**config.mk**
```make
export PLATFORM = sky130hd
export DESIGN_NAME = flywheel_speed_integral_controller_core_flat
export DESIGN_NICKNAME = d
export VERILOG_FILES = /design/src/rtl/fsic_pkg.sv /design/src/rtl/fsic_if.sv /design/src/rtl/fsic_mul.sv /design/src/rtl/fsic_div.sv /design/src/rtl/flywheel_speed_integral_controller_core.sv /design/src/flat_wrapper.sv
export SDC_FILE = /design/constraint.sdc
export NUM_CORES = 2
export LEC_CHECK = 0
export CAP_MARGIN = 20
export CORE_ASPECT_RATIO = 1.2
export CORE_MARGIN = 5
export CORE_UTILIZATION = 33
export CTS_CLUSTER_DIAMETER = 60
export DETAILED_ROUTE_END_ITERATION = 8
export DONT_BUFFER_PORTS = 1
export PLACE_DENSITY = 0.44
export SYNTH_ARGS = -nofsm -noshare
export SYNTH_HDL_FRONTEND = slang
export SYNTH_SLANG_ARGS = --single-unit
```
**constraint.sdc**
```tcl
create_clock -name i_clk -period 14.6 [get_ports i_clk]
set_clock_uncertainty 0.2 [all_clocks]
set_input_delay 2.92 -clock i_clk [delete_from_list [all_inputs] [get_ports i_clk]]
set_output_delay 2.92 -clock i_clk [all_outputs]
set_load 0.005 [all_outputs]
```
**src/rtl/fsic_pkg.sv**
```systemverilog
// Shared constants, types and saturation helpers for the flywheel speed controller.
`timescale 1ns / 1ps

package fsic_pkg;

    // Serial arithmetic unit widths
    localparam int unsigned MUL_W = 84;     // multiplicand and product
    localparam int unsigned MPL_W = 32;     // multiplier
    localparam int unsigned DVD_W = 84;     // dividend
    localparam int unsigned DVS_W = 36;     // divisor
    localparam int unsigned QUO_W = 32;     // kept quotient bits
    localparam int unsigned CNT_W = 7;      // step count

    // Configuration port
    localparam int unsigned ADDR_W = 5;
    localparam logic [2:0] REG_GAIN      = 3'd0;
    localparam logic [2:0] REG_GEAR      = 3'd1;
    localparam logic [2:0] REG_TICKS     = 3'd2;
    localparam logic [2:0] REG_SMOOTH    = 3'd3;
    localparam logic [2:0] REG_ERR_WIN   = 3'd4;
    localparam logic [2:0] REG_SLOPE_WIN = 3'd5;

    // Input commands
    localparam logic CMD_UPDATE = 1'b0;
    localparam logic CMD_SET    = 1'b1;

    localparam logic [19:0] US_PER_S       = 20'd1000000;
    localparam logic [15:0] TICKS_RESET    = 16'd360;
    localparam logic [23:0] SMOOTH_RESET   = 24'd100000;
    localparam logic [31:0] S32_MAX        = 32'h7FFF_FFFF;
    localparam logic [31:0] S32_MIN        = 32'h8000_0000;

    typedef struct packed {
        logic             start;
        logic [CNT_W-1:0] len;
    } t_unit_cmd;

    // Clamp a 34-bit signed value to the signed 32-bit range.
    function automatic logic [31:0] sat34(input logic [33:0] v);
        logic [31:0] r;
        if (v[33:31] == 3'b000 || v[33:31] == 3'b111) begin
            r = v[31:0];
        end else if (v[33]) begin
            r = S32_MIN;
        end else begin
            r = S32_MAX;
        end
        return r;
    endfunction

    // Signed, saturated value from a sign and a quotient magnitude.
    function automatic logic [31:0] sat_mag(input logic neg, input logic ovf,
                                            input logic [31:0] mag);
        logic [31:0] r;
        if (!neg) begin
            r = (ovf || mag[31]) ? S32_MAX : mag;
        end else if (ovf || (mag[31] && (mag[30:0] != 31'd0))) begin
            r = S32_MIN;
        end else begin
            r = ~mag + 32'd1;
        end
        return r;
    endfunction

    // Saturating base plus or minus a quotient magnitude.
    function automatic logic [31:0] acc_sat(input logic [31:0] base, input logic neg,
                                            input logic ovf, input logic [31:0] mag);
        logic [33:0] a;
        logic [33:0] b;
        logic [31:0] r;
        a = {{2{base[31]}}, base};
        b = {2'b00, mag};
        if (ovf) begin
            r = neg ? S32_MIN : S32_MAX;
        end else begin
            r = sat34(neg ? (a - b) : (a + b));
        end
        return r;
    endfunction

endpackage

```
**src/rtl/fsic_if.sv**
```systemverilog
// Valid/ready channel interfaces for controller items and results.
`timescale 1ns / 1ps

interface fsic_in_if;
    logic               valid;
    logic               ready;
    logic               command;
    logic signed [31:0] encoder_count;
    logic [19:0]        elapsed_us;
    logic signed [31:0] target_speed;

    modport source (output valid, command, encoder_count, elapsed_us, target_speed,
                    input ready);
    modport sink (input valid, command, encoder_count, elapsed_us, target_speed,
                  output ready);
endinterface

interface fsic_out_if;
    logic               valid;
    logic               ready;
    logic signed [31:0] drive_action;
    logic signed [31:0] filtered_speed;
    logic signed [31:0] speed_error;
    logic               ready_mode;

    modport source (output valid, drive_action, filtered_speed, speed_error, ready_mode,
                    input ready);
    modport sink (input valid, drive_action, filtered_speed, speed_error, ready_mode,
                  output ready);
endinterface

```
**src/rtl/fsic_mul.sv**
```systemverilog
// Bit-serial shift-and-add multiplier, one multiplier bit per cycle.
`timescale 1ns / 1ps

module fsic_mul (
    input  logic                       i_clk,
    input  logic                       i_rst_n,
    input  fsic_pkg::t_unit_cmd        i_cmd,
    input  logic [fsic_pkg::MUL_W-1:0] i_mcand,
    input  logic [fsic_pkg::MPL_W-1:0] i_mplier,
    output logic                       o_done,
    output logic [fsic_pkg::MUL_W-1:0] o_prod
);

    logic [fsic_pkg::MUL_W-1:0] r_acc;
    logic [fsic_pkg::MUL_W-1:0] r_mc;
    logic [fsic_pkg::MPL_W-1:0] r_mp;
    logic [fsic_pkg::CNT_W-1:0] r_cnt;
    logic                       r_busy;
    logic                       r_done;

    always_ff @(posedge i_clk) begin
        if (!i_rst_n) begin
            r_busy <= 1'b0;
            r_done <= 1'b0;
        end else begin
            r_done <= 1'b0;
            if (i_cmd.start) begin
                r_acc  <= '0;
                r_mc   <= i_mcand;
                r_mp   <= i_mplier;
                r_cnt  <= i_cmd.len;
                r_busy <= 1'b1;
            end else if (r_busy) begin
                if (r_mp[0]) begin
                    r_acc <= r_acc + r_mc;
                end
                r_mc  <= r_mc << 1;
                r_mp  <= r_mp >> 1;
                r_cnt <= r_cnt - 1'b1;
                if (r_cnt == fsic_pkg::CNT_W'(1)) begin
                    r_busy <= 1'b0;
                    r_done <= 1'b1;
                end
            end
        end
    end

    assign o_done = r_done;
    assign o_prod = r_acc;

endmodule

```
**src/rtl/fsic_div.sv**
```systemverilog
// Restoring bit-serial divider, one quotient bit per cycle, flagging quotient overflow.
`timescale 1ns / 1ps

module fsic_div (
    input  logic                       i_clk,
    input  logic                       i_rst_n,
    input  fsic_pkg::t_unit_cmd        i_cmd,
    input  logic [fsic_pkg::DVD_W-1:0] i_dividend,
    input  logic [fsic_pkg::DVS_W-1:0] i_divisor,
    output logic                       o_done,
    output logic [fsic_pkg::QUO_W-1:0] o_quo,
    output logic                       o_ovf
);

    logic [fsic_pkg::DVD_W-1:0] r_num;
    logic [fsic_pkg::DVS_W-1:0] r_dvs;
    logic [fsic_pkg::DVS_W-1:0] r_rem;
    logic [fsic_pkg::QUO_W-1:0] r_quo;
    logic                       r_ovf;
    logic [fsic_pkg::CNT_W-1:0] r_cnt;
    logic                       r_busy;
    logic                       r_done;

    logic [fsic_pkg::DVS_W:0]   n_trial;
    logic                       n_ge;
    logic [fsic_pkg::DVS_W:0]   n_rem;

    always_comb begin
        n_trial = {r_rem, r_num[fsic_pkg::DVD_W-1]};
        n_ge    = (n_trial >= {1'b0, r_dvs});
        n_rem   = n_ge ? (n_trial - {1'b0, r_dvs}) : n_trial;
    end

    always_ff @(posedge i_clk) begin
        if (!i_rst_n) begin
            r_busy <= 1'b0;
            r_done <= 1'b0;
        end else begin
            r_done <= 1'b0;
            if (i_cmd.start) begin
                r_num  <= i_dividend;
                r_dvs  <= i_divisor;
                r_rem  <= '0;
                r_quo  <= '0;
                r_ovf  <= 1'b0;
                r_cnt  <= i_cmd.len;
                r_busy <= 1'b1;
            end else if (r_busy) begin
                // remainder stays below the divisor, so its top trial bit drops
                r_rem <= n_rem[fsic_pkg::DVS_W-1:0];
                r_quo <= {r_quo[fsic_pkg::QUO_W-2:0], n_ge};
                r_ovf <= r_ovf | r_quo[fsic_pkg::QUO_W-1];
                r_num <= r_num << 1;
                r_cnt <= r_cnt - 1'b1;
                if (r_cnt == fsic_pkg::CNT_W'(1)) begin
                    r_busy <= 1'b0;
                    r_done <= 1'b1;
                end
            end
        end
    end

    assign o_done = r_done;
    assign o_quo  = r_quo;
    assign o_ovf  = r_ovf;

endmodule

```
**src/rtl/flywheel_speed_integral_controller_core.sv**
```systemverilog
// Top level of the flywheel speed controller: sequencer, state, config port.
`timescale 1ns / 1ps
// An update item runs on one serial multiplier and one serial divider, one bit
// per cycle, shared by seven products and four quotients; a set-target item or
// an update with zero elapsed time skips the arithmetic and goes straight to
// the result register. One item is in flight at a time.
// Reset (synchronous, active low) restores the config registers and clears the
// controller state, with ready mode set; no clearing pass is needed.

module flywheel_speed_integral_controller_core #(
    parameter int unsigned CHECK_PERIOD = 20,
    parameter int unsigned FRAC_BITS    = 16
) (
    input  logic                        i_clk,
    input  logic                        i_rst_n,
    fsic_in_if.sink                     i_in,
    fsic_out_if.source                  o_out,
    input  logic                        psel,
    input  logic                        penable,
    input  logic                        pwrite,
    input  logic [fsic_pkg::ADDR_W-1:0] paddr,
    input  logic [31:0]                 pwdata,
    output logic [31:0]                 prdata,
    output logic                        pready
);

    localparam logic [31:0] ONE_Q   = 32'd1 << FRAC_BITS;
    localparam logic [9:0]  CHK_END = 10'(CHECK_PERIOD);

    typedef enum logic [3:0] {
        S_IDLE, S_MUL_DEN, S_MUL_A, S_MUL_N, S_DIV_RAW, S_MUL_SLOPE, S_DIV_SLOPE,
        S_MUL_EST, S_DIV_EST, S_ERR, S_MUL_P, S_MUL_PDT, S_DIV_DRV, S_DONE
    } t_state;

    // Configuration registers
    logic [31:0] r_gain;
    logic [31:0] r_gear;
    logic [15:0] r_ticks;
    logic [23:0] r_smooth;
    logic [30:0] r_err_win;
    logic [30:0] r_slope_win;

    // Controller state
    logic [31:0] r_last_count;
    logic [31:0] r_est;
    logic [31:0] r_slope;
    logic [31:0] r_err;
    logic [31:0] r_drive;
    logic [31:0] r_target;
    logic        r_ready;
    logic [9:0]  r_chk;

    // Working registers for one update
    t_state      r_state;
    logic        r_go;
    logic [31:0] r_count;
    logic [19:0] r_dt;
    logic        r_dneg;
    logic [31:0] r_dmag;
    logic [35:0] r_den;
    logic [63:0] r_a;
    logic        r_dfneg;
    logic [31:0] r_dfmag;
    logic        r_pneg;
    logic [63:0] r_pmag;

    // Result register
    logic        r_out_valid;
    logic [31:0] r_out_drive;
    logic [31:0] r_out_speed;
    logic [31:0] r_out_error;
    logic        r_out_mode;

    // Shared serial units
    fsic_pkg::t_unit_cmd        mul_cmd;
    logic [fsic_pkg::MUL_W-1:0] mul_mcand;
    logic [fsic_pkg::MPL_W-1:0] mul_mplier;
    logic                       mul_done;
    logic [fsic_pkg::MUL_W-1:0] mul_prod;
    fsic_pkg::t_unit_cmd        div_cmd;
    logic [fsic_pkg::DVD_W-1:0] div_dividend;
    logic [fsic_pkg::DVS_W-1:0] div_divisor;
    logic                       div_done;
    logic [fsic_pkg::QUO_W-1:0] div_quo;
    logic                       div_ovf;

    // Combinational next values
    logic [31:0] n_delta;
    logic [31:0] n_dmag;
    logic [15:0] n_ticks_eff;
    logic [23:0] n_smooth_eff;
    logic [31:0] n_raw;
    logic [33:0] n_diff;
    logic [33:0] n_diff_mag;
    logic [31:0] n_gain_mag;
    logic [31:0] n_err_mag;
    logic [31:0] n_slope_mag;
    logic [9:0]  n_chk;

    always_comb begin
        n_delta      = i_in.encoder_count - r_last_count;
        n_dmag       = n_delta[31] ? (~n_delta + 32'd1) : n_delta;
        n_ticks_eff  = (r_ticks == 16'd0) ? 16'd1 : r_ticks;
        n_smooth_eff = (r_smooth == 24'd0) ? 24'd1 : r_smooth;
        n_raw        = fsic_pkg::sat_mag(r_dneg, div_ovf, div_quo);
        n_diff       = {{2{n_raw[31]}}, n_raw} - {{2{r_est[31]}}, r_est};
        n_diff_mag   = n_diff[33] ? (~n_diff + 34'd1) : n_diff;
        n_gain_mag   = r_gain[31] ? (~r_gain + 32'd1) : r_gain;
        n_err_mag    = r_err[31] ? (~r_err + 32'd1) : r_err;
        n_slope_mag  = r_slope[31] ? (~r_slope + 32'd1) : r_slope;
        n_chk        = r_chk + 10'd1;
    end

    // Operand selection for the shared units; start on the first cycle of a step
    always_comb begin
        mul_mcand    = '0;
        mul_mplier   = '0;
        mul_cmd      = '0;
        div_dividend = '0;
        div_divisor  = '0;
        div_cmd      = '0;
        case (r_state)
            S_MUL_DEN: begin
                mul_mcand  = fsic_pkg::MUL_W'(n_ticks_eff);
                mul_mplier = fsic_pkg::MPL_W'(r_dt);
                mul_cmd    = '{start: r_go, len: fsic_pkg::CNT_W'(20)};
            end
            S_MUL_A: begin
                mul_mcand  = fsic_pkg::MUL_W'(r_gear);
                mul_mplier = r_dmag;
                mul_cmd    = '{start: r_go, len: fsic_pkg::CNT_W'(32)};
            end
            S_MUL_N: begin
                mul_mcand  = fsic_pkg::MUL_W'(r_a);
                mul_mplier = fsic_pkg::MPL_W'(fsic_pkg::US_PER_S);
                mul_cmd    = '{start: r_go, len: fsic_pkg::CNT_W'(20)};
            end
            S_DIV_RAW: begin
                div_dividend = mul_prod;
                div_divisor  = r_den;
                div_cmd      = '{start: r_go, len: fsic_pkg::CNT_W'(fsic_pkg::DVD_W)};
            end
            S_MUL_SLOPE: begin
                mul_mcand  = fsic_pkg::MUL_W'(r_dfmag);
                mul_mplier = fsic_pkg::MPL_W'(fsic_pkg::US_PER_S);
                mul_cmd    = '{start: r_go, len: fsic_pkg::CNT_W'(20)};
            end
            S_MUL_EST: begin
                mul_mcand  = fsic_pkg::MUL_W'(r_dfmag);
                mul_mplier = fsic_pkg::MPL_W'(r_dt);
                mul_cmd    = '{start: r_go, len: fsic_pkg::CNT_W'(20)};
            end
            S_DIV_SLOPE, S_DIV_EST: begin
                // product stays below 2^52: shift only its low 52 bits through
                div_dividend = {mul_prod[51:0], 32'd0};
                div_divisor  = fsic_pkg::DVS_W'(n_smooth_eff);
                div_cmd      = '{start: r_go, len: fsic_pkg::CNT_W'(52)};
            end
            S_MUL_P: begin
                mul_mcand  = fsic_pkg::MUL_W'(n_gain_mag);
                mul_mplier = n_err_mag;
                mul_cmd    = '{start: r_go, len: fsic_pkg::CNT_W'(32)};
            end
            S_MUL_PDT: begin
                mul_mcand  = fsic_pkg::MUL_W'(r_pmag);
                mul_mplier = fsic_pkg::MPL_W'(r_dt);
                mul_cmd    = '{start: r_go, len: fsic_pkg::CNT_W'(20)};
            end
            S_DIV_DRV: begin
                // drop the fraction bits by not shifting them in
                div_dividend = {mul_prod[fsic_pkg::DVD_W-1:FRAC_BITS], {FRAC_BITS{1'b0}}};
                div_divisor  = fsic_pkg::DVS_W'(fsic_pkg::US_PER_S);
                div_cmd      = '{start: r_go,
                                 len: fsic_pkg::CNT_W'(fsic_pkg::DVD_W - FRAC_BITS)};
            end
            default: ;
        endcase
    end

    fsic_mul u_mul (
        .i_clk    (i_clk),
        .i_rst_n  (i_rst_n),
        .i_cmd    (mul_cmd),
        .i_mcand  (mul_mcand),
        .i_mplier (mul_mplier),
        .o_done   (mul_done),
        .o_prod   (mul_prod)
    );

    fsic_div u_div (
        .i_clk      (i_clk),
        .i_rst_n    (i_rst_n),
        .i_cmd      (div_cmd),
        .i_dividend (div_dividend),
        .i_divisor  (div_divisor),
        .o_done     (div_done),
        .o_quo      (div_quo),
        .o_ovf      (div_ovf)
    );

    // Configuration writes; the host is to write only while no item is in flight (the block does not enforce it)
    always_ff @(posedge i_clk) begin
        if (!i_rst_n) begin
            r_gain      <= ONE_Q;
            r_gear      <= ONE_Q;
            r_ticks     <= fsic_pkg::TICKS_RESET;
            r_smooth    <= fsic_pkg::SMOOTH_RESET;
            r_err_win   <= ONE_Q[30:0];
            r_slope_win <= ONE_Q[30:0];
        end else if (psel && penable && pwrite) begin
            unique case (paddr[4:2])
                fsic_pkg::REG_GAIN:      r_gain      <= pwdata;
                fsic_pkg::REG_GEAR:      r_gear      <= pwdata;
                fsic_pkg::REG_TICKS:     r_ticks     <= pwdata[15:0];
                fsic_pkg::REG_SMOOTH:    r_smooth    <= pwdata[23:0];
                fsic_pkg::REG_ERR_WIN:   r_err_win   <= pwdata[30:0];
                fsic_pkg::REG_SLOPE_WIN: r_slope_win <= pwdata[30:0];
                default: ;
            endcase
        end
    end

    always_comb begin
        unique case (paddr[4:2])
            fsic_pkg::REG_GAIN:      prdata = r_gain;
            fsic_pkg::REG_GEAR:      prdata = r_gear;
            fsic_pkg::REG_TICKS:     prdata = {16'd0, r_ticks};
            fsic_pkg::REG_SMOOTH:    prdata = {8'd0, r_smooth};
            fsic_pkg::REG_ERR_WIN:   prdata = {1'b0, r_err_win};
            fsic_pkg::REG_SLOPE_WIN: prdata = {1'b0, r_slope_win};
            default:                 prdata = '0;
        endcase
    end

    assign pready = 1'b1;

    // Sequencer: each arithmetic step starts its unit, then waits for done
    always_ff @(posedge i_clk) begin
        if (!i_rst_n) begin
            r_state      <= S_IDLE;
            r_go         <= 1'b0;
            r_out_valid  <= 1'b0;
            r_last_count <= '0;
            r_est        <= '0;
            r_slope      <= '0;
            r_err        <= '0;
            r_drive      <= '0;
            r_target     <= '0;
            r_ready      <= 1'b1;
            r_chk        <= '0;
        end else begin
            // drop the result once the sink takes it, unless a new one loads
            if (r_out_valid && o_out.ready && (r_state != S_DONE)) begin
                r_out_valid <= 1'b0;
            end
            unique case (r_state)
                S_IDLE: begin
                    if (i_in.valid) begin
                        if (i_in.command == fsic_pkg::CMD_SET) begin
                            r_target <= i_in.target_speed;
                            r_ready  <= 1'b0;
                            r_state  <= S_DONE;
                        end else if (i_in.elapsed_us == 20'd0) begin
                            // no time has passed: leave everything alone
                            r_state <= S_DONE;
                        end else begin
                            r_count <= i_in.encoder_count;
                            r_dt    <= i_in.elapsed_us;
                            r_dneg  <= n_delta[31];
                            r_dmag  <= n_dmag;
                            r_go    <= 1'b1;
                            r_state <= S_MUL_DEN;
                        end
                    end
                end
                S_MUL_DEN: begin
                    if (r_go) begin
                        r_go <= 1'b0;
                    end else if (mul_done) begin
                        r_den   <= mul_prod[35:0];
                        r_go    <= 1'b1;
                        r_state <= S_MUL_A;
                    end
                end
                S_MUL_A: begin
                    if (r_go) begin
                        r_go <= 1'b0;
                    end else if (mul_done) begin
                        r_a     <= mul_prod[63:0];
                        r_go    <= 1'b1;
                        r_state <= S_MUL_N;
                    end
                end
                S_MUL_N: begin
                    if (r_go) begin
                        r_go <= 1'b0;
                    end else if (mul_done) begin
                        r_go    <= 1'b1;
                        r_state <= S_DIV_RAW;
                    end
                end
                S_DIV_RAW: begin
                    if (r_go) begin
                        r_go <= 1'b0;
                    end else if (div_done) begin
                        // raw speed minus the old estimate
                        r_dfneg <= n_diff[33];
                        r_dfmag <= n_diff_mag[31:0];
                        r_go    <= 1'b1;
                        r_state <= S_MUL_SLOPE;
                    end
                end
                S_MUL_SLOPE: begin
                    if (r_go) begin
                        r_go <= 1'b0;
                    end else if (mul_done) begin
                        r_go    <= 1'b1;
                        r_state <= S_DIV_SLOPE;
                    end
                end
                S_DIV_SLOPE: begin
                    if (r_go) begin
                        r_go <= 1'b0;
                    end else if (div_done) begin
                        r_slope <= fsic_pkg::sat_mag(r_dfneg, div_ovf, div_quo);
                        r_go    <= 1'b1;
                        r_state <= S_MUL_EST;
                    end
                end
                S_MUL_EST: begin
                    if (r_go) begin
                        r_go <= 1'b0;
                    end else if (mul_done) begin
                        r_go    <= 1'b1;
                        r_state <= S_DIV_EST;
                    end
                end
                S_DIV_EST: begin
                    if (r_go) begin
                        r_go <= 1'b0;
                    end else if (div_done) begin
                        r_est   <= fsic_pkg::acc_sat(r_est, r_dfneg, div_ovf, div_quo);
                        r_state <= S_ERR;
                    end
                end
                S_ERR: begin
                    r_err   <= fsic_pkg::sat34({{2{r_est[31]}}, r_est} -
                                               {{2{r_target[31]}}, r_target});
                    r_go    <= 1'b1;
                    r_state <= S_MUL_P;
                end
                S_MUL_P: begin
                    if (r_go) begin
                        r_go <= 1'b0;
                    end else if (mul_done) begin
                        r_pneg  <= r_gain[31] ^ r_err[31];
                        r_pmag  <= mul_prod[63:0];
                        r_go    <= 1'b1;
                        r_state <= S_MUL_PDT;
                    end
                end
                S_MUL_PDT: begin
                    if (r_go) begin
                        r_go <= 1'b0;
                    end else if (mul_done) begin
                        r_go    <= 1'b1;
                        r_state <= S_DIV_DRV;
                    end
                end
                S_DIV_DRV: begin
                    if (r_go) begin
                        r_go <= 1'b0;
                    end else if (div_done) begin
                        r_drive      <= fsic_pkg::acc_sat(r_drive, r_pneg, div_ovf, div_quo);
                        r_last_count <= r_count;
                        // window test once per check period
                        if (n_chk >= CHK_END) begin
                            r_chk   <= '0;
                            r_ready <= (n_err_mag < {1'b0, r_err_win}) &&
                                       (n_slope_mag < {1'b0, r_slope_win});
                        end else begin
                            r_chk <= n_chk;
                        end
                        r_state <= S_DONE;
                    end
                end
                S_DONE: begin
                    // hold until the result register is free
                    if (!r_out_valid || o_out.ready) begin
                        r_out_valid <= 1'b1;
                        r_out_drive <= r_drive;
                        r_out_speed <= r_est;
                        r_out_error <= r_err;
                        r_out_mode  <= r_ready;
                        r_state     <= S_IDLE;
                    end
                end
                default: r_state <= S_IDLE;
            endcase
        end
    end

    assign i_in.ready           = (r_state == S_IDLE);
    assign o_out.valid          = r_out_valid;
    assign o_out.drive_action   = r_out_drive;
    assign o_out.filtered_speed = r_out_speed;
    assign o_out.speed_error    = r_out_error;
    assign o_out.ready_mode     = r_out_mode;

endmodule

```
**src/flat_wrapper.sv**
```systemverilog
// flat-port wrapper written by rule: the top's interface ports become plain ports
module flywheel_speed_integral_controller_core_flat 
#(
    parameter int unsigned CHECK_PERIOD = 20,
    parameter int unsigned FRAC_BITS    = 16
)
  (i_clk, i_rst_n, psel, penable, pwrite, paddr, pwdata, prdata, pready, i_in_valid, i_in_command, i_in_encoder_count, i_in_elapsed_us, i_in_target_speed, i_in_ready, o_out_valid, o_out_drive_action, o_out_filtered_speed, o_out_speed_error, o_out_ready_mode, o_out_ready);
  fsic_in_if i_in_i ();
  fsic_out_if o_out_i ();
  input  logic i_clk;
  input  logic i_rst_n;
  input  logic psel;
  input  logic penable;
  input  logic pwrite;
  input  logic [fsic_pkg::ADDR_W-1:0] paddr;
  input  logic [31:0] pwdata;
  output logic [31:0] prdata;
  output logic pready;
  input wire logic [$bits(i_in_i.valid)-1:0] i_in_valid;
  input wire logic [$bits(i_in_i.command)-1:0] i_in_command;
  input wire logic [$bits(i_in_i.encoder_count)-1:0] i_in_encoder_count;
  input wire logic [$bits(i_in_i.elapsed_us)-1:0] i_in_elapsed_us;
  input wire logic [$bits(i_in_i.target_speed)-1:0] i_in_target_speed;
  output wire logic [$bits(i_in_i.ready)-1:0] i_in_ready;
  output wire logic [$bits(o_out_i.valid)-1:0] o_out_valid;
  output wire logic [$bits(o_out_i.drive_action)-1:0] o_out_drive_action;
  output wire logic [$bits(o_out_i.filtered_speed)-1:0] o_out_filtered_speed;
  output wire logic [$bits(o_out_i.speed_error)-1:0] o_out_speed_error;
  output wire logic [$bits(o_out_i.ready_mode)-1:0] o_out_ready_mode;
  input wire logic [$bits(o_out_i.ready)-1:0] o_out_ready;
  assign i_in_i.valid = i_in_valid;
  assign i_in_i.command = i_in_command;
  assign i_in_i.encoder_count = i_in_encoder_count;
  assign i_in_i.elapsed_us = i_in_elapsed_us;
  assign i_in_i.target_speed = i_in_target_speed;
  assign i_in_ready = i_in_i.ready;
  assign o_out_valid = o_out_i.valid;
  assign o_out_drive_action = o_out_i.drive_action;
  assign o_out_filtered_speed = o_out_i.filtered_speed;
  assign o_out_speed_error = o_out_i.speed_error;
  assign o_out_ready_mode = o_out_i.ready_mode;
  assign o_out_i.ready = o_out_ready;
  flywheel_speed_integral_controller_core #(.CHECK_PERIOD(CHECK_PERIOD), .FRAC_BITS(FRAC_BITS)) u_core (.i_clk(i_clk), .i_rst_n(i_rst_n), .i_in(i_in_i), .o_out(o_out_i), .psel(psel), .penable(penable), .pwrite(pwrite), .paddr(paddr), .pwdata(pwdata), .prdata(prdata), .pready(pready));
endmodule
```
* Word level (Yosys, flattened, before mapping) *
Cells that the tools add are included.
W data, S select, Z words.

cells by class
  add/sub/neg operators = 18
  order comparisons = 4
  equality and inequality tests = 52
  multiplexer cells = 99
  bitwise logic cells = 14
  reduce and logical (&&, ||, !) cells = 61

operators with widths
  kind                     number
  $mux W32                 21
  $mux W84                 6
  $pmux W64 S6             1
  $pmux W84 S3             1
  $add A32 B1 Y32 const B  6
  $not A32 Y32             6
  $pmux W32 S6             1
  $pmux W32 S4             1
  $pmux W36 S3             1
  $mux W4                  26
  $add A84 B84 Y84         1
  $mux W36                 2
  $add A32 B33 Y34         2
  $mux W34                 2
  $sub A32 B33 Y34         2
  $sub A32 B32 Y33         2
  $lt A32 B31 Y1           2
  $pmux W4 S14             1
  $ne A2 B2 Y1 const B     26
  $ge A37 B36 Y1           1
  $sub A36 B36 Y36         1
  $sub A32 B32 Y32         1
  $mux W31                 1
  $reduce_bool A31 Y1      1
  45 further kinds         133

storage, ports and cells
  register bits after elaboration = 1162
  output and inout port bits = 132

* Logic depth before layout (Yosys ltp) *
  depth after elaboration = 9
  depth in mapped cells = 26

* Cells and area by module *
A second synthesis with hierarchy kept.

second synthesis, totals
  cells, all modules = 7270
  area, all modules = 69192.6 um^2

by module, submodules not included
  module                                   instances  cells each  area each (um^2)
  flywheel_speed_integral_controller_core  1          5237        45790.2
  fsic_mul                                 1          1221        13275.2
  fsic_div                                 1          812         10127.2

* Worst setup path after synthesis *
OpenSTA, ideal clock, no wires.

  path type = input port to flip-flop
  from = in i_rst_n
  to = reg u_core.r_out_drive[0], in the netlist u_core.o_out.drive_action[0], enable pin
  arrival time = 10.246 ns
  data required time = 13.728 ns
  path slack = 3.482 ns
  cell stages on the path = 5
  path buffers = 3
  cell sequence = clkbuf_1 > clkbuf_1 > clkbuf_1 > nand2_1 > nor3_1

between the ends
  longest elaborated chain between the ends = 1

RTL lines
  what                         line                                            RTL
  from (decl)                  flat_wrapper.sv:11                              input logic i_rst_n;
  $reduce_and A3 Y1 (no line)  n/a
  to (signal assigned)         flywheel_speed_integral_controller_core.sv:391  r_out_drive <= r_drive;
  to (decl)                    flywheel_speed_integral_controller_core.sv:69   logic [31:0] r_out_drive;

Every way passes these cells.
A chain may end at the register's enable or synchronous reset.

* Worst setup path in the final report *
  from = reg u_core.u_div.r_quo, in the netlist u_core.u_div.o_quo[0]
  to = reg u_core.r_dfmag[28] (data pin)

between the ends
  longest elaborated chain between the ends = 9

RTL lines
  what                                                                     line                                            RTL
  from (decl)                                                              fsic_div.sv:18                                  logic [fsic_pkg::QUO_W-1:0] r_quo;
  from (signal assigned)                                                   fsic_div.sv:51                                  r_quo <= {r_quo[fsic_pkg::QUO_W-2:0], n_ge};
  parallel branches: the longest is 4 deep, another holds $add A32 B1 Y32  n/a
  $mux W32 (*)                                                             fsic_pkg.sv:55                                  if (!neg) begin
  $sub A32 B32 Y33 (*)                                                     flywheel_speed_integral_controller_core.sv:106  n_diff = {{2{n_raw[31]}}, n_raw} - {{2{r_est[31]}}, r_est};
  $not A32 Y32                                                             flywheel_speed_integral_controller_core.sv:107  n_diff_mag = n_diff[33] ? (~n_diff + 34'd1) : n_diff;
  $add A32 B1 Y32                                                          flywheel_speed_integral_controller_core.sv:107
  $mux W32 (*)                                                             flywheel_speed_integral_controller_core.sv:107
  net u_core.n_diff_mag[28]                                                flywheel_speed_integral_controller_core.sv:94   logic [33:0] n_diff_mag;
  to (signal assigned)                                                     flywheel_speed_integral_controller_core.sv:308  r_dfmag <= n_diff_mag[31:0];
  to (decl)                                                                flywheel_speed_integral_controller_core.sv:63   logic [31:0] r_dfmag;

Mark *: on every way through the listed nets, which the timed path passes.

==> metrics <==
status=finished, final reports clean; wire length of the first global-routing pass=364,000 um; Post-Syn Area per Cell=9.48 um2; Synth Warn #=0; area post-placement=70,800 um2; EDFF count, synth=783; Worst Setup End Kind=flop; switching share of total power=33.8%; number of H-tree branching levels=4; pin count of the biggest net entering global routing=360; Resized Gates After CTS=0; setup tns final=0 ps; final routed wire length divided by cell count=25.4 um; required time of the critical path=14,930 ps; post-synthesis async set-or-reset flop share=0%; fill cell count=20,734; area of the die=215,000 um2; maximum root-to-sink buffer count=3; residual DRC count=0; Max Slew Vio Count=0; number of antenna violations at the first check in global routing=2; worst rel slew slack=12.6%; number of global-route vias before repair=52,611; global placer's final weighted congestion=0.931; signal arrival time at the worst endpoint=8910 ps; distinct cell type count of the synthesized netlist=97; Setup Crit Path Kind=reg -> reg; Yosys reg bits=1,162; Antenna Nets Post-Route=0; RSZ-0062 raised after global routing=no; CTS tree=done; via count normalized by instance count=5.49; total length of routed wires=251,000 um; maximum vdd ir drop=124 uV; Final period util=58.8%; site row count=182; netlist area before placement=68,100 um2; Clock transition at path regs=60 ps; GRT Overall Usage=22.6%; initial cell density of the core=33.2%; sequential area share after synthesis=45.7%; number of max-cap violations=0; gate count after technology mapping=7,178; count of routing violations after the opening detailed-route iteration=3,790; count of pins on the block boundary=261; cell chosen for the clock root=sky130_fd_sc_hd__clkbuf_16; clock buffer count from CTS=149; setup repair bufs after CTS=0; routed via count=54,280; Final Instance Area=75,900 um2; clock network latency to the later pin of the worst-skew pair=810 ps; vertical die dimension=507 um; overall power consumption=10.8 mW; core footprint=205,000 um2; Final Critical Period=8580 ps; part of the power in combinational logic=26.9%; total iterations of the first detailed-routing run=8; hold_buf cts=0; net count reported at finish=7,485; final hold violations=0; classification of the worst-slack hold path=reg -> reg; peak fanout along the critical path=34; half-perimeter wire length of the detailed placement result=186,000 um; internal power contribution=7.16 mW; proportion of layout cells with a drive suffix above 1=6.29%; switching power=3.66 mW; TritonCTS Sinks=1,162; static leakage=27.6 nW; total of endpoints with negative setup slack in the final report=0; transition time at the pin with the least slew margin=1310 ps; most used flip-flop cell after synthesis=sky130_fd_sc_hd__edfxtp_1; Achievable Freq=117 MHz; type of origin of the critical path=flop; areal power density over the cells=142 nW/um2; Net Count, Synth=7,666; Die X=425 um; clock share of power=35.1%; growth of design area from synthesis to finish=11.6%; total overflow reported by the global router=0; number of port buffers=0; sequential power share=38.0%
cells in the final DEF, fill, tap and decap left out, types with 65 or more instances in the layout:
master                      count
sky130_fd_sc_hd__ha_1         352
sky130_fd_sc_hd__a22o_1       154
sky130_fd_sc_hd__o21ai_0      436
sky130_fd_sc_hd__dfxtp_1      378
sky130_fd_sc_hd__buf_4         78
sky130_fd_sc_hd__and2_1       102
sky130_fd_sc_hd__clkbuf_16    154
sky130_fd_sc_hd__nand2_1      953
sky130_fd_sc_hd__nor2_1       584
sky130_fd_sc_hd__edfxtp_1     783
sky130_fd_sc_hd__xnor2_1      318
sky130_fd_sc_hd__nand3_1      121
sky130_fd_sc_hd__a21boi_0     241
sky130_fd_sc_hd__inv_1        291
sky130_fd_sc_hd__a21oi_1      460
sky130_fd_sc_hd__a31oi_1       65
sky130_fd_sc_hd__a221oi_1     106
sky130_fd_sc_hd__nor3_1        93
sky130_fd_sc_hd__a21o_1       145
sky130_fd_sc_hd__xor2_1       131
path summary, 6_finish.rpt:
path / from / end / slack (ps) / depth (start not counted)
worst max-delay path: u_core.u_div.o_quo[0]$_SDFFCE_PP0P_ / u_core.r_dfmag[28]$_DFFE_PP_ / 6020 / 23
worst min-delay path: u_core.u_div.r_busy$_SDFF_PN0_ / u_core.u_div.o_done$_SDFF_PP0_ / 260 / 2
worst max register to register: u_core.u_div.o_quo[0]$_SDFFCE_PP0P_ / u_core.r_dfmag[28]$_DFFE_PP_ / 6020 / 23
worst min register to register: u_core.u_div.r_busy$_SDFF_PN0_ / u_core.u_div.o_done$_SDFF_PP0_ / 260 / 2
final cells by class:
type	instances	area [um2]	area share [%]
Tap cell	2760	3450	4.55
Clock buffer	180	4030	5.31
Timing Repair Buffer	86	727	0.957
Antenna cell	9	22.5	0.0297
Multi-Input combinational cell	5306	34500	45.4
Clock inverter	95	1040	1.37
Inverter	292	1100	1.44
Sequential cell	1162	31100	41.0
sequential cells by signal, summed over array words and instances (netlist names), 36 cells and up:
name / flops
u_core.r_a: 64
u_core.r_den: 36
u_core.r_pmag: 64
u_core.u_div.r_dvs: 36
u_core.u_div.r_num: 84
u_core.u_div.r_rem: 36
u_core.u_mul.o_prod: 84
u_core.u_mul.r_mc: 84
worst max-delay path, stage by stage (launching register included):
cell                        delay, ps
sky130_fd_sc_hd__edfxtp_1         640
sky130_fd_sc_hd__inv_1            160
sky130_fd_sc_hd__ha_1             280
sky130_fd_sc_hd__or3b_1           420
sky130_fd_sc_hd__or3_1            440
sky130_fd_sc_hd__or3_1            470
sky130_fd_sc_hd__nor3_2           300
sky130_fd_sc_hd__nand4_1          200
sky130_fd_sc_hd__nand2_1          110
sky130_fd_sc_hd__nand2_1          610
sky130_fd_sc_hd__o21ai_0          450
sky130_fd_sc_hd__a221o_1          280
sky130_fd_sc_hd__ha_1             360
sky130_fd_sc_hd__and3_1           270
sky130_fd_sc_hd__a2111oi_4        530
sky130_fd_sc_hd__o21ai_1          180
sky130_fd_sc_hd__a41oi_1          470
sky130_fd_sc_hd__o21ai_0          140
sky130_fd_sc_hd__a211oi_1         510
sky130_fd_sc_hd__and3_1           320
sky130_fd_sc_hd__and2_1           270
sky130_fd_sc_hd__nor4b_2          370
sky130_fd_sc_hd__a21oi_1          150
sky130_fd_sc_hd__xor2_1           160
synthesized netlist by cell type, types with 15 or more instances:
cell | number | area [um2]
sky130_fd_sc_hd__a211o_1 | 15 | 131
sky130_fd_sc_hd__a211oi_1 | 29 | 218
sky130_fd_sc_hd__a21boi_0 | 242 | 1820
sky130_fd_sc_hd__a21o_1 | 145 | 1090
sky130_fd_sc_hd__a21oi_1 | 460 | 2300
sky130_fd_sc_hd__a221o_1 | 36 | 360
sky130_fd_sc_hd__a221oi_1 | 106 | 928
sky130_fd_sc_hd__a222oi_1 | 22 | 220
sky130_fd_sc_hd__a22o_1 | 154 | 1350
sky130_fd_sc_hd__a22oi_1 | 57 | 428
sky130_fd_sc_hd__a31oi_1 | 66 | 413
sky130_fd_sc_hd__a41oi_1 | 27 | 236
sky130_fd_sc_hd__and2_1 | 102 | 638
sky130_fd_sc_hd__and3_1 | 64 | 400
sky130_fd_sc_hd__buf_1 | 22 | 82.6
sky130_fd_sc_hd__clkbuf_1 | 378 | 1420
sky130_fd_sc_hd__dfxtp_1 | 379 | 7590
sky130_fd_sc_hd__edfxtp_1 | 783 | 23500
sky130_fd_sc_hd__ha_1 | 352 | 4400
sky130_fd_sc_hd__inv_1 | 291 | 1090
sky130_fd_sc_hd__mux2i_1 | 27 | 270
sky130_fd_sc_hd__nand2_1 | 954 | 3580
sky130_fd_sc_hd__nand2b_1 | 45 | 282
sky130_fd_sc_hd__nand3_1 | 122 | 611
sky130_fd_sc_hd__nand4_1 | 53 | 332
sky130_fd_sc_hd__nor2_1 | 591 | 2220
sky130_fd_sc_hd__nor2b_1 | 62 | 388
sky130_fd_sc_hd__nor3_1 | 98 | 490
sky130_fd_sc_hd__nor4_1 | 39 | 244
sky130_fd_sc_hd__o211a_1 | 35 | 350
sky130_fd_sc_hd__o211ai_1 | 29 | 218
sky130_fd_sc_hd__o21a_1 | 58 | 435
sky130_fd_sc_hd__o21ai_0 | 437 | 2190
sky130_fd_sc_hd__o21bai_1 | 46 | 345
sky130_fd_sc_hd__o31ai_1 | 47 | 353
sky130_fd_sc_hd__o41ai_1 | 15 | 131
sky130_fd_sc_hd__or2_2 | 23 | 144
sky130_fd_sc_hd__or3_1 | 43 | 269
sky130_fd_sc_hd__or4_1 | 25 | 188
sky130_fd_sc_hd__xnor2_1 | 318 | 2790
sky130_fd_sc_hd__xor2_1 | 132 | 1160
cells by family (layout without fill, tap and decap cells):
| group | after synthesis | in the layout | synth area share (%) |
|---|---|---|---|
| other cells | 1 | 10 | 0.00551 |
| compound gates | 2149 | 2149 | 21.5 |
| simple gates | 2289 | 2289 | 15.3 |
| flops | 1162 | 1162 | 45.7 |
| mux | 50 | 50 | 0.960 |
| buf+inv | 710 | 653 | 3.96 |
| xor+xnor | 450 | 450 | 5.79 |
| fa+ha+maj | 367 | 367 | 6.80 |
per-stage QoR:
stage / hold slack, ps / std cells / setup slack (ps) / utilization, %
2_1_floorplan: 208 / 7178 / 3480 / -
4_1_cts: 262 / 9880 / 6050 / 37.0
5_1_grt: 270 / 9882 / 5490 / 37.0
3_3_place_gp: 251 / 9595 / 6130 / 34.5
6_report: 257 / 9890 / 6020 / 37.0
3_5_place_dp: 253 / 9605 / 6100 / 34.5
power by group through the flow:
stage               clock, mW  sequential [mW]  combinational (mW)
floorplan                   0             4.05                2.13
global placement            0             4.17                2.90
detailed placement          0             4.17                2.92
CTS                      3.91             4.11                2.94
global route             4.04             4.12                3.22
finish                   3.80             4.11                2.91
layer usage:
layer	global-route usage, %	part of all wire, %	wire, um
met5	0	0	0
met1	27.0	41	102000
met3	2.86	4.0	10100
met4	11.8	5.8	14700
met2	39.6	50	125000
Power figures use the tool's default switching activity.
